<file path="src/design/scsc_pkg.sv">
// Shared types, codes and step tables of the sensorless six-step commutator.
package scsc_pkg;

  localparam int unsigned STEP_W = 3;
  localparam logic [STEP_W-1:0] NUM_STEPS = 3'd6;
  localparam logic [STEP_W-1:0] LAST_STEP = 3'd5;
  localparam int unsigned LIMIT_W = 16;
  localparam int unsigned THRESH_W = 15;
  localparam int unsigned DUTY_W = 16;
  localparam int unsigned CFG_IDX_W = 3;
  localparam logic [THRESH_W-1:0] THRESH_RESET = 15'd102;
  localparam logic signed [LIMIT_W-1:0] LIMIT_RESET = 16'sd32767;

  typedef enum logic [1:0] {
    FAULT_NONE = 2'd0,
    FAULT_OV   = 2'd1,
    FAULT_OC   = 2'd2
  } fault_e;

  typedef enum logic [1:0] {
    DRV_FLOAT = 2'd0,
    DRV_LOW   = 2'd1,
    DRV_HIGH  = 2'd2
  } drive_e;

  typedef enum logic [CFG_IDX_W-1:0] {
    REG_ALPHA   = 3'd0,
    REG_THRESH  = 3'd1,
    REG_VLIMIT  = 3'd2,
    REG_ILIMIT  = 3'd3,
    REG_FORWARD = 3'd4,
    REG_DUTY    = 3'd5
  } cfg_reg_e;

  typedef struct packed {
    logic ov;
    logic oc;
  } lane_flag_t;

  typedef struct packed {
    drive_e a;
    drive_e b;
    drive_e c;
  } drive_t;

  typedef struct packed {
    fault_e              fault;
    logic                commutated;
    logic [STEP_W-1:0]   step_now;
    drive_t              drive;
    logic [DUTY_W-1:0]   duty;
  } result_t;

  // Drive pattern of phases A, B and C for each commutation step.
  function automatic drive_t drive_of(input logic [STEP_W-1:0] step);
    drive_t d;
    case (step)
      3'd0:    d = '{a: DRV_HIGH,  b: DRV_LOW,   c: DRV_FLOAT};
      3'd1:    d = '{a: DRV_LOW,   b: DRV_HIGH,  c: DRV_FLOAT};
      3'd2:    d = '{a: DRV_LOW,   b: DRV_FLOAT, c: DRV_HIGH};
      3'd3:    d = '{a: DRV_FLOAT, b: DRV_LOW,   c: DRV_HIGH};
      3'd4:    d = '{a: DRV_HIGH,  b: DRV_FLOAT, c: DRV_LOW};
      3'd5:    d = '{a: DRV_FLOAT, b: DRV_HIGH,  c: DRV_LOW};
      default: d = '{a: DRV_HIGH,  b: DRV_LOW,   c: DRV_FLOAT};
    endcase
    return d;
  endfunction

  // Phase left floating in each step: 0 is A, 1 is B, 2 is C.
  function automatic logic [1:0] float_phase(input logic [STEP_W-1:0] step);
    logic [1:0] p;
    case (step)
      3'd0, 3'd1: p = 2'd2;
      3'd2, 3'd4: p = 2'd1;
      3'd3, 3'd5: p = 2'd0;
      default:    p = 2'd2;
    endcase
    return p;
  endfunction

endpackage

</file>
<file path="src/design/scsc_if.sv">
// Handshake interfaces for the sample, result and configuration channels.
interface scsc_sample_if #(
  parameter int unsigned SW = 16
);
  logic                 valid;
  logic                 ready;
  logic signed [SW-1:0] volt_a;
  logic signed [SW-1:0] volt_b;
  logic signed [SW-1:0] volt_c;
  logic signed [SW-1:0] amp_a;
  logic signed [SW-1:0] amp_b;
  logic signed [SW-1:0] amp_c;

  modport source (output valid, volt_a, volt_b, volt_c, amp_a, amp_b, amp_c,
                  input ready);
  modport sink (input valid, volt_a, volt_b, volt_c, amp_a, amp_b, amp_c,
                output ready);
endinterface

interface scsc_result_if;
  logic                         valid;
  logic                         ready;
  scsc_pkg::fault_e             fault;
  logic                         commutated;
  logic [scsc_pkg::STEP_W-1:0]  step_now;
  scsc_pkg::drive_e             drive_a;
  scsc_pkg::drive_e             drive_b;
  scsc_pkg::drive_e             drive_c;
  logic [scsc_pkg::DUTY_W-1:0]  duty_out;

  modport source (output valid, fault, commutated, step_now, drive_a, drive_b, drive_c,
                  duty_out, input ready);
  modport sink (input valid, fault, commutated, step_now, drive_a, drive_b, drive_c,
                duty_out, output ready);
endinterface

interface scsc_cfg_if #(
  parameter int unsigned DW = 17
);
  logic                           valid;
  logic                           ready;
  logic [scsc_pkg::CFG_IDX_W-1:0] index;
  logic [DW-1:0]                  data;

  modport source (output valid, index, data, input ready);
  modport sink (input valid, index, data, output ready);
endinterface

</file>
<file path="src/design/scsc_lane.sv">
// One phase lane: limit check of the sample pair and the back-EMF voltage filter.
module scsc_lane #(
  parameter int unsigned SW  = 16,
  parameter int unsigned AFB = 16
) (
  input  logic                               clk_i,
  input  logic                               rst_ni,
  input  logic                               load_i,
  input  logic signed [SW-1:0]               volt_i,
  input  logic signed [SW-1:0]               amp_i,
  input  logic signed [scsc_pkg::LIMIT_W-1:0] vlimit_i,
  input  logic signed [scsc_pkg::LIMIT_W-1:0] ilimit_i,
  input  logic                               update_i,
  input  logic [AFB:0]                       alpha_i,
  output scsc_pkg::lane_flag_t               flag_o,
  output logic signed [SW-1:0]               filt_o
);
  import scsc_pkg::*;

  localparam int unsigned CW = (SW > LIMIT_W) ? SW : LIMIT_W;
  localparam int unsigned PW = SW + AFB + 3;

  logic signed [SW-1:0] volt_q;
  lane_flag_t           flag_q;
  logic signed [SW-1:0] filt_q, filt_d;
  logic signed [SW:0]   diff;
  logic signed [AFB+1:0] alpha_s;
  logic signed [PW-1:0] prod;
  logic signed [PW-1:0] prod_sh;
  logic signed [SW:0]   sum;

  always_ff @(posedge clk_i) begin
    if (load_i) begin
      volt_q    <= volt_i;
      flag_q.ov <= CW'(volt_i) > CW'(vlimit_i);
      flag_q.oc <= CW'(amp_i) > CW'(ilimit_i);
    end
  end

  // f' = f + floor(a * (x - f) / 2^AFB), which equals the weighted mix of x and f.
  always_comb begin
    diff    = (SW + 1)'(volt_q) - (SW + 1)'(filt_q);
    alpha_s = {1'b0, alpha_i};
    prod    = PW'(diff) * PW'(alpha_s);
    prod_sh = prod >>> AFB;
    sum     = (SW + 1)'(filt_q) + prod_sh[SW:0];
    filt_d  = sum[SW-1:0];
  end

  always_ff @(posedge clk_i or negedge rst_ni) begin
    if (!rst_ni) begin
      filt_q <= '0;
    end else if (update_i) begin
      filt_q <= filt_d;
    end
  end

  assign flag_o = flag_q;
  assign filt_o = filt_q;

endmodule

</file>
<file path="src/design/scsc_merge.sv">
// Merge stage: zero-crossing test on the floating phase, step update and result register.
module scsc_merge #(
  parameter int unsigned SW = 16
) (
  input  logic                                clk_i,
  input  logic                                rst_ni,
  input  logic                                load_i,
  input  scsc_pkg::fault_e                    fault_i,
  input  logic signed [SW-1:0]                filt_i [3],
  input  logic [scsc_pkg::THRESH_W-1:0]       thresh_i,
  input  logic                                forward_i,
  input  logic [scsc_pkg::DUTY_W-1:0]         duty_i,
  output scsc_pkg::result_t                   result_o
);
  import scsc_pkg::*;

  localparam int unsigned CW = ((SW > THRESH_W) ? SW : THRESH_W) + 2;

  logic [STEP_W-1:0]    step_q;
  logic                 edge_falling_q;
  result_t              result_q, result_d;
  logic [STEP_W-1:0]    step_cur, step_next, step_new;
  logic signed [SW-1:0] fv;
  logic signed [CW-1:0] fv_ext, thr_ext;
  logic                 crossed, advance;

  always_comb begin
    step_cur = (step_q < NUM_STEPS) ? step_q : '0;
    fv       = filt_i[float_phase(step_cur)];
    fv_ext   = CW'(fv);
    thr_ext  = CW'(signed'({1'b0, thresh_i}));
    crossed  = edge_falling_q ? (fv_ext < -thr_ext) : (fv_ext > thr_ext);
    advance  = crossed && (fault_i == FAULT_NONE);
    if (forward_i) begin
      step_next = (step_cur == LAST_STEP) ? '0 : step_cur + 3'd1;
    end else begin
      step_next = (step_cur == '0) ? LAST_STEP : step_cur - 3'd1;
    end
    step_new            = advance ? step_next : step_cur;
    result_d.fault      = fault_i;
    result_d.commutated = advance;
    result_d.step_now   = step_new;
    result_d.drive      = drive_of(step_new);
    result_d.duty       = duty_i;
  end

  always_ff @(posedge clk_i or negedge rst_ni) begin
    if (!rst_ni) begin
      step_q         <= '0;
      edge_falling_q <= 1'b0;
    end else if (load_i && advance) begin
      step_q         <= step_next;
      edge_falling_q <= ~edge_falling_q;
    end
  end

  always_ff @(posedge clk_i) begin
    if (load_i) begin
      result_q <= result_d;
    end
  end

  assign result_o = result_q;

endmodule

</file>
<file path="src/design/sensorless_six_step_commutator_top.sv">
// A sample beat reaches its result through three register stages
// (lane input, filter and fault, merge result).
// Throughput: one sample beat per cycle unless the result stalls; the filter
// update (one multiply and add) closes each phase lane's loop combinationally.
// A stalled result holds the pipeline; ready is low only while all stages are full.
// Reset clears the filtered voltages, the step and the expected edge, empties the
// pipeline and loads every configuration register with its reset value.
module sensorless_six_step_commutator_top #(
  parameter int unsigned SAMPLE_BITS     = 16,
  parameter int unsigned ALPHA_FRAC_BITS = 16
) (
  input  logic          clk_i,
  input  logic          rst_ni,
  scsc_sample_if.sink   sample_i,
  scsc_result_if.source result_o,
  scsc_cfg_if.sink      cfg_i
);
  import scsc_pkg::*;

  localparam int unsigned SW  = SAMPLE_BITS;
  localparam int unsigned AFB = ALPHA_FRAC_BITS;
  localparam logic [AFB:0] ALPHA_RESET = (AFB + 1)'(((2 << AFB) + 10) / 20);

  // Configuration registers.
  logic [AFB:0]                alpha_q;
  logic [THRESH_W-1:0]         thresh_q;
  logic signed [LIMIT_W-1:0]   vlimit_q;
  logic signed [LIMIT_W-1:0]   ilimit_q;
  logic                        forward_q;
  logic [DUTY_W-1:0]           duty_q;

  assign cfg_i.ready = 1'b1;

  always_ff @(posedge clk_i or negedge rst_ni) begin
    if (!rst_ni) begin
      alpha_q   <= ALPHA_RESET;
      thresh_q  <= THRESH_RESET;
      vlimit_q  <= LIMIT_RESET;
      ilimit_q  <= LIMIT_RESET;
      forward_q <= 1'b1;
      duty_q    <= '0;
    end else if (cfg_i.valid) begin
      case (cfg_reg_e'(cfg_i.index))
        REG_ALPHA:   alpha_q   <= cfg_i.data[AFB:0];
        REG_THRESH:  thresh_q  <= cfg_i.data[THRESH_W-1:0];
        REG_VLIMIT:  vlimit_q  <= cfg_i.data[LIMIT_W-1:0];
        REG_ILIMIT:  ilimit_q  <= cfg_i.data[LIMIT_W-1:0];
        REG_FORWARD: forward_q <= cfg_i.data[0];
        REG_DUTY:    duty_q    <= cfg_i.data[DUTY_W-1:0];
        default: ;
      endcase
    end
  end

  // A weight above 1.0 always has the top bit set and saturates to exactly 1.0.
  logic [AFB:0] alpha_sat;
  assign alpha_sat = alpha_q[AFB] ? {1'b1, {AFB{1'b0}}} : alpha_q;

  // Pipeline occupancy and stall chain.
  logic v1_q, v2_q, v3_q;
  logic en1, en2, en3;
  logic move12, load3;

  assign en3    = !v3_q || result_o.ready;
  assign en2    = !v2_q || en3;
  assign en1    = !v1_q || en2;
  assign move12 = en2 && v1_q;
  assign load3  = en3 && v2_q;
  assign sample_i.ready = en1;

  always_ff @(posedge clk_i or negedge rst_ni) begin
    if (!rst_ni) begin
      v1_q <= 1'b0;
      v2_q <= 1'b0;
      v3_q <= 1'b0;
    end else begin
      if (en1) v1_q <= sample_i.valid;
      if (en2) v2_q <= v1_q;
      if (en3) v3_q <= v2_q;
    end
  end

  // Phase lanes.
  logic signed [SW-1:0] volt [3];
  logic signed [SW-1:0] amp [3];
  logic signed [SW-1:0] filt [3];
  lane_flag_t           flag [3];
  fault_e               fault_s1;
  fault_e               fault_s2_q;
  logic                 lane_update;

  assign volt[0] = sample_i.volt_a;
  assign volt[1] = sample_i.volt_b;
  assign volt[2] = sample_i.volt_c;
  assign amp[0]  = sample_i.amp_a;
  assign amp[1]  = sample_i.amp_b;
  assign amp[2]  = sample_i.amp_c;

  assign lane_update = move12 && (fault_s1 == FAULT_NONE);

  for (genvar p = 0; p < 3; p++) begin : g_lane
    scsc_lane #(
      .SW  (SW),
      .AFB (AFB)
    ) u_lane (
      .clk_i    (clk_i),
      .rst_ni   (rst_ni),
      .load_i   (en1),
      .volt_i   (volt[p]),
      .amp_i    (amp[p]),
      .vlimit_i (vlimit_q),
      .ilimit_i (ilimit_q),
      .update_i (lane_update),
      .alpha_i  (alpha_sat),
      .flag_o   (flag[p]),
      .filt_o   (filt[p])
    );
  end

  // Phases are checked A, B, C, and voltage before current within a phase.
  always_comb begin
    fault_s1 = FAULT_NONE;
    for (int p = 2; p >= 0; p--) begin
      if (flag[p].ov) begin
        fault_s1 = FAULT_OV;
      end else if (flag[p].oc) begin
        fault_s1 = FAULT_OC;
      end
    end
  end

  always_ff @(posedge clk_i) begin
    if (en2) begin
      fault_s2_q <= fault_s1;
    end
  end

  result_t result;

  scsc_merge #(
    .SW (SW)
  ) u_merge (
    .clk_i     (clk_i),
    .rst_ni    (rst_ni),
    .load_i    (load3),
    .fault_i   (fault_s2_q),
    .filt_i    (filt),
    .thresh_i  (thresh_q),
    .forward_i (forward_q),
    .duty_i    (duty_q),
    .result_o  (result)
  );

  assign result_o.valid      = v3_q;
  assign result_o.fault      = result.fault;
  assign result_o.commutated = result.commutated;
  assign result_o.step_now   = result.step_now;
  assign result_o.drive_a    = result.drive.a;
  assign result_o.drive_b    = result.drive.b;
  assign result_o.drive_c    = result.drive.c;
  assign result_o.duty_out   = result.duty;

  a_step_range : assert property (@(posedge clk_i) disable iff (!rst_ni)
    result_o.valid |-> (result_o.step_now < NUM_STEPS))
    else $error("step outside the six-step cycle");

  a_fault_no_commutate : assert property (@(posedge clk_i) disable iff (!rst_ni)
    (result_o.valid && (result_o.fault != FAULT_NONE)) |-> !result_o.commutated)
    else $error("commutation reported on a faulted sample");

  a_one_high_phase : assert property (@(posedge clk_i) disable iff (!rst_ni)
    result_o.valid |-> ($countones({result_o.drive_a == DRV_HIGH,
                                    result_o.drive_b == DRV_HIGH,
                                    result_o.drive_c == DRV_HIGH}) == 1))
    else $error("drive pattern does not have exactly one high phase");

  a_ready_when_drained : assert property (@(posedge clk_i) disable iff (!rst_ni)
    !result_o.valid |-> sample_i.ready)
    else $error("input stalled while the result stage is empty");

endmodule

</file>
<file path="src/flat_wrapper.sv">
// flat-port wrapper written by rule: the top's interface ports become plain ports
module sensorless_six_step_commutator_top_flat import scsc_pkg::*;
#(
  parameter int unsigned SAMPLE_BITS     = 16,
  parameter int unsigned ALPHA_FRAC_BITS = 16
)
  (clk_i, rst_ni, sample_i_valid, sample_i_volt_a, sample_i_volt_b, sample_i_volt_c, sample_i_amp_a, sample_i_amp_b, sample_i_amp_c, sample_i_ready, result_o_valid, result_o_fault, result_o_commutated, result_o_step_now, result_o_drive_a, result_o_drive_b, result_o_drive_c, result_o_duty_out, result_o_ready, cfg_i_valid, cfg_i_index, cfg_i_data, cfg_i_ready);
  scsc_sample_if #(.SW(16)) sample_i_i ();
  scsc_result_if result_o_i ();
  scsc_cfg_if #(.DW(17)) cfg_i_i ();
  input  logic clk_i;
  input  logic rst_ni;
  input wire logic [$bits(sample_i_i.valid)-1:0] sample_i_valid;
  input wire logic [$bits(sample_i_i.volt_a)-1:0] sample_i_volt_a;
  input wire logic [$bits(sample_i_i.volt_b)-1:0] sample_i_volt_b;
  input wire logic [$bits(sample_i_i.volt_c)-1:0] sample_i_volt_c;
  input wire logic [$bits(sample_i_i.amp_a)-1:0] sample_i_amp_a;
  input wire logic [$bits(sample_i_i.amp_b)-1:0] sample_i_amp_b;
  input wire logic [$bits(sample_i_i.amp_c)-1:0] sample_i_amp_c;
  output wire logic [$bits(sample_i_i.ready)-1:0] sample_i_ready;
  output wire logic [$bits(result_o_i.valid)-1:0] result_o_valid;
  output wire logic [$bits(result_o_i.fault)-1:0] result_o_fault;
  output wire logic [$bits(result_o_i.commutated)-1:0] result_o_commutated;
  output wire logic [$bits(result_o_i.step_now)-1:0] result_o_step_now;
  output wire logic [$bits(result_o_i.drive_a)-1:0] result_o_drive_a;
  output wire logic [$bits(result_o_i.drive_b)-1:0] result_o_drive_b;
  output wire logic [$bits(result_o_i.drive_c)-1:0] result_o_drive_c;
  output wire logic [$bits(result_o_i.duty_out)-1:0] result_o_duty_out;
  input wire logic [$bits(result_o_i.ready)-1:0] result_o_ready;
  input wire logic [$bits(cfg_i_i.valid)-1:0] cfg_i_valid;
  input wire logic [$bits(cfg_i_i.index)-1:0] cfg_i_index;
  input wire logic [$bits(cfg_i_i.data)-1:0] cfg_i_data;
  output wire logic [$bits(cfg_i_i.ready)-1:0] cfg_i_ready;
  assign sample_i_i.valid = sample_i_valid;
  assign sample_i_i.volt_a = sample_i_volt_a;
  assign sample_i_i.volt_b = sample_i_volt_b;
  assign sample_i_i.volt_c = sample_i_volt_c;
  assign sample_i_i.amp_a = sample_i_amp_a;
  assign sample_i_i.amp_b = sample_i_amp_b;
  assign sample_i_i.amp_c = sample_i_amp_c;
  assign sample_i_ready = sample_i_i.ready;
  assign result_o_valid = result_o_i.valid;
  assign result_o_fault = result_o_i.fault;
  assign result_o_commutated = result_o_i.commutated;
  assign result_o_step_now = result_o_i.step_now;
  assign result_o_drive_a = result_o_i.drive_a;
  assign result_o_drive_b = result_o_i.drive_b;
  assign result_o_drive_c = result_o_i.drive_c;
  assign result_o_duty_out = result_o_i.duty_out;
  assign result_o_i.ready = result_o_ready;
  assign cfg_i_i.valid = cfg_i_valid;
  assign cfg_i_i.index = cfg_i_index;
  assign cfg_i_i.data = cfg_i_data;
  assign cfg_i_ready = cfg_i_i.ready;
  sensorless_six_step_commutator_top #(.SAMPLE_BITS(SAMPLE_BITS), .ALPHA_FRAC_BITS(ALPHA_FRAC_BITS)) u_core (.clk_i(clk_i), .rst_ni(rst_ni), .sample_i(sample_i_i), .result_o(result_o_i), .cfg_i(cfg_i_i));
endmodule
</file>
<file path="config.mk">
export PLATFORM = sky130hd
export DESIGN_NAME = sensorless_six_step_commutator_top_flat
export DESIGN_NICKNAME = d
export VERILOG_FILES = /design/src/design/scsc_pkg.sv /design/src/design/scsc_if.sv /design/src/design/scsc_lane.sv /design/src/design/scsc_merge.sv /design/src/design/sensorless_six_step_commutator_top.sv /design/src/flat_wrapper.sv
export SDC_FILE = /design/constraint.sdc
export NUM_CORES = 2
export LEC_CHECK = 0
export BUFFER_PORTS_ARGS = -buffer_cell sky130_fd_sc_hd__buf_4
export CORE_ASPECT_RATIO = 0.7
export CORE_MARGIN = 3
export CORE_UTILIZATION = 65
export DETAILED_ROUTE_END_ITERATION = 10
export PLACE_DENSITY = 0.79
export SLEW_MARGIN = 25
export SYNTH_ARGS = -nofsm -noshare
export SYNTH_HDL_FRONTEND = slang
export SYNTH_HIERARCHICAL = 1
export SYNTH_SLANG_ARGS = --single-unit
</file>
<file path="constraint.sdc">
create_clock -name clk_i -period 17.2 [get_ports clk_i]
set_clock_uncertainty 0.2 [all_clocks]
set_input_delay 4.3 -clock clk_i [delete_from_list [all_inputs] [get_ports clk_i]]
set_output_delay 4.3 -clock clk_i [all_outputs]
set_load 0.01 [all_outputs]
</file>
==> impl_results.md <==
- Status: finished clean
- GR Util All Layers: 34.39%
- Setup repair after global routing missed its margin: false
- Worst path buffer plus inverter count: 4
- CTS Hold Bufs: 0
- Worst-Margin Slew: between 1000 and 1500 ps
- Syn Area/Cell: ~9.2 um2
- Fmax achieved: just over 90 MHz
- CTS sink cnt: 220
- DR DRC count: 0
- Critical path endpoint category: register
- Post-synthesis mux area share: 2.862%
- Min cycle time layout: ~11000 ps
- Initial Util: 66.29%
- Drt via density: between 5 and 6
- Die width: 314.9 um
- NumNets Final: approximately 6100
- Cell count after synthesis: approximately 4700
- Synth Flop Type: dfrtp_1
- Clk root buf: clkbuf_16
- Fill cell count: between 4000 and 5000
- Die area: roughly 70000 um2
- Delay-heaviest family, CP: adder cells
- Critical Path Stages: 40
- Grt ovf: 0
- Simple-gate share of the synthesized area: between 15 and 20%
- Xor and xnor area share after synthesis: 2.816%
- # rows: around 80
- Synth Area in Adders: ~47%
- Synthesized flop and latch total: 220
- Max_slew headroom: just under 30%
- CP startpoint kind: register
- Final setup violation count: 0
- Routed len/inst: around 21 um
- CP arrival: around 11000 ps
- CTS tree: yes
- Vias in the first global route: ~34000
- Post-synth EDFFs: 84
- Ys async rst share: approximately three fifths
- Detailed Route WL: between 100000 and 150000 um
- Synth Cell Area: roughly 43000 um2
- DR pass1 iterations: 6
- Worst reg-to-reg setup slack: about 6200 ps
- Synth Area in Compound Gates: under 10%
- Setup crit end: u_core/g_lane[0].u_lane/filt_o[15]
- H-tree depth: 1
- CP most frequent cell: fa_1
- Final Max Slew Viols: 0
- Sequential fraction of the synthesis area: 13.77%
- Hold crit path type: register to register
- Post_cts resized: 0
- Number of port buffers: 150
- CP Class: register to register
- Die H: about 220 um
- DR iter-0 viols: 3063
- Setup Buffers After CTS: 0
- Vias: 33266
- Half-perimeter wire length after detailed placement: approximately 90000 um
- Cells on worst reg2reg path: 40
- CP required: approximately 17000 ps
- Global-route wire length before repair: around 190000 um
- Clk slew on worst S/H paths: about 80 ps
- Pin count of the biggest net entering global routing: 75
- Final RePlAce weighted congestion: around 1.0
- Worst-path fanout max: 17
- Worst-Skew Late Latency: 550 ps
- Layout cells sized above 1: roughly 10%
- Setup_tns: 0 ps
- FF-to-FF Start: u_core/g_lane[0].u_lane/filt_o[1]
- Final Hold Viols: 0
- Reg2Reg Capture Point: u_core/g_lane[0].u_lane/filt_o[15]
- Slowest CP cell: dfrtp_1
- CTS max path bufs: 3
- Area Overhead vs Synth: 7.125%
- Total CTS buffers: 22
- Critical path origin: u_core/g_lane[0].u_lane/filt_o[1]
- Antenna Violating Nets Remaining: 0
- Worst path max stage delay: roughly 640 ps
- Final period util: 63.89%
- Core Area: ~65000 um2
- Distinct cells, synth: around 110
- MaxCap Viol Count: 0
- Io pins: approximately 150
- Initial antenna violation count: 3
- Ys Warns: 6
- Largest family of logic cells by synthesized area: adder cells
- Mapped Nets: ~6100
registers in the layout, indices dropped and copies added, names as in the netlist:
register and flops:
u_core/g_lane.u_lane/filt_o 48, u_core/g_lane.u_lane/volt_q 48, u_core/u_merge/result_o 28, u_core/alpha_q 17, u_core/duty_q 16, u_core/ilimit_q 16, u_core/vlimit_q 16, u_core/thresh_q 15
u_core/g_lane.u_lane/flag_o 6, u_core/u_merge/step_q 3, u_core/fault_s2_q 2, u_core/forward_q 1, u_core/result_o.valid 1, u_core/u_merge/edge_falling_q 1, u_core/v1_q 1, u_core/v2_q 1
logic make-up after synthesis:
kind of cell	count (synthesis)
AND/OR/NAND/NOR	1361
adder cells (fa/ha/maj)	1224
other	1
multiplexers	112
buffers and inverters	1170
AO/OA/AOI/OAI	487
flip-flops	220
XOR/XNOR	133
routing by layer:
layer | vias up | global-route usage, % | part of all wire, %
met3 | 196 | 9.837 | 12
li1 | 14901 | - | -
met1 | 16547 | 50.89 | 43
met4 | 0 | 7.336 | 2.3
met5 | - | 0 | 0
met2 | 1622 | 50.56 | 43
metrics by stage:
| step | instances | hold slack (ps) | util (%) | instance area [um2] | worst slack [ps] |
|---|---|---|---|---|---|
| after floorplan | 4708 | 219.4 | - | 43410 | 6973 |
| after global placement | 5657 | 223.6 | 69.87 | 45760 | 6537 |
| after detailed placement | 5657 | 228.0 | 69.89 | 45770 | 6086 |
| after CTS | 5697 | 241.3 | 70.98 | 46480 | 6002 |
| after global routing | 5698 | 245.5 | 71.01 | 46500 | 5561 |
| final | 5701 | 242.4 | 71.02 | 46510 | 6211 |
placed cells by master (no fill, tap or decap), types with 25 or more instances in the layout:
cell	n
buf_4	208
nand2_1	557
a21o_1	60
o21a_1	37
nor3_1	38
a21oi_1	114
nand3_1	32
edfxtp_1	84
nor2b_1	126
xor2_1	25
dfrtp_1	93
and2_1	263
xnor2_1	87
nor2_1	134
dfstp_2	42
mux2_2	84
nand4_1	31
inv_1	1030
nand2b_1	50
ha_1	549
o21ai_0	99
fa_1	675
cell usage after synthesis (15+ instances only):
cell         n  share of area, %
a211oi_1    18              0.31
a21o_1      60               1.0
a21oi_1    117               1.3
and2_1     263               3.8
and3_1      16              0.23
clkbuf_1   120               1.0
dfrtp_1     94               5.4
dfstp_2     42               2.5
edfxtp_1    84               5.8
fa_1       675                31
ha_1       549                16
inv_1     1030               8.9
mux2_2      84               2.2
mux2i_1     24              0.55
nand2_1    558               4.8
nand2b_1    50              0.72
nand3_1     32              0.37
nand4_1     31              0.45
nor2_1     136               1.2
nor2b_1    142               2.0
nor3_1      39              0.45
o21a_1      37              0.64
o21ai_0     99               1.1
o22ai_1     16              0.23
or2_2       19              0.27
or3_1       15              0.22
xnor2_1     99               2.0
xor2_1      28              0.56
area by class of cell:
cell class,instances,area (um2),area share [%]
multi-input cells,3318,33260,71.51
flip-flops and latches,220,5982,12.86
inverters,1031,3871,8.324
repair buffers,209,1573,3.382
well taps,880,1101,2.368
clock buffers,33,646.9,1.391
clock inverters,7,66.31,0.1426
diodes,3,7.507,0.01614
worst min-delay path by stage:
stage | start | endpoint | slack, ps | cells past startpoint
2_1_floorplan | u_core/duty_q[0] | u_core/u_merge/result_o[0] | 220 | 0
3_3_place_gp | u_core/duty_q[13] | u_core/u_merge/result_o[13] | 220 | 0
3_5_place_dp | u_core/duty_q[2] | u_core/u_merge/result_o[2] | 230 | 0
4_1_cts | u_core/duty_q[13] | u_core/u_merge/result_o[13] | 240 | 0
5_1_grt | u_core/duty_q[2] | u_core/u_merge/result_o[2] | 250 | 0
6_report | u_core/duty_q[2] | u_core/u_merge/result_o[2] | 240 | 0
Power is left out: the tool's default activity adds up to more than one toggle a clock period on the data nets, which glitch-free logic cannot reach.
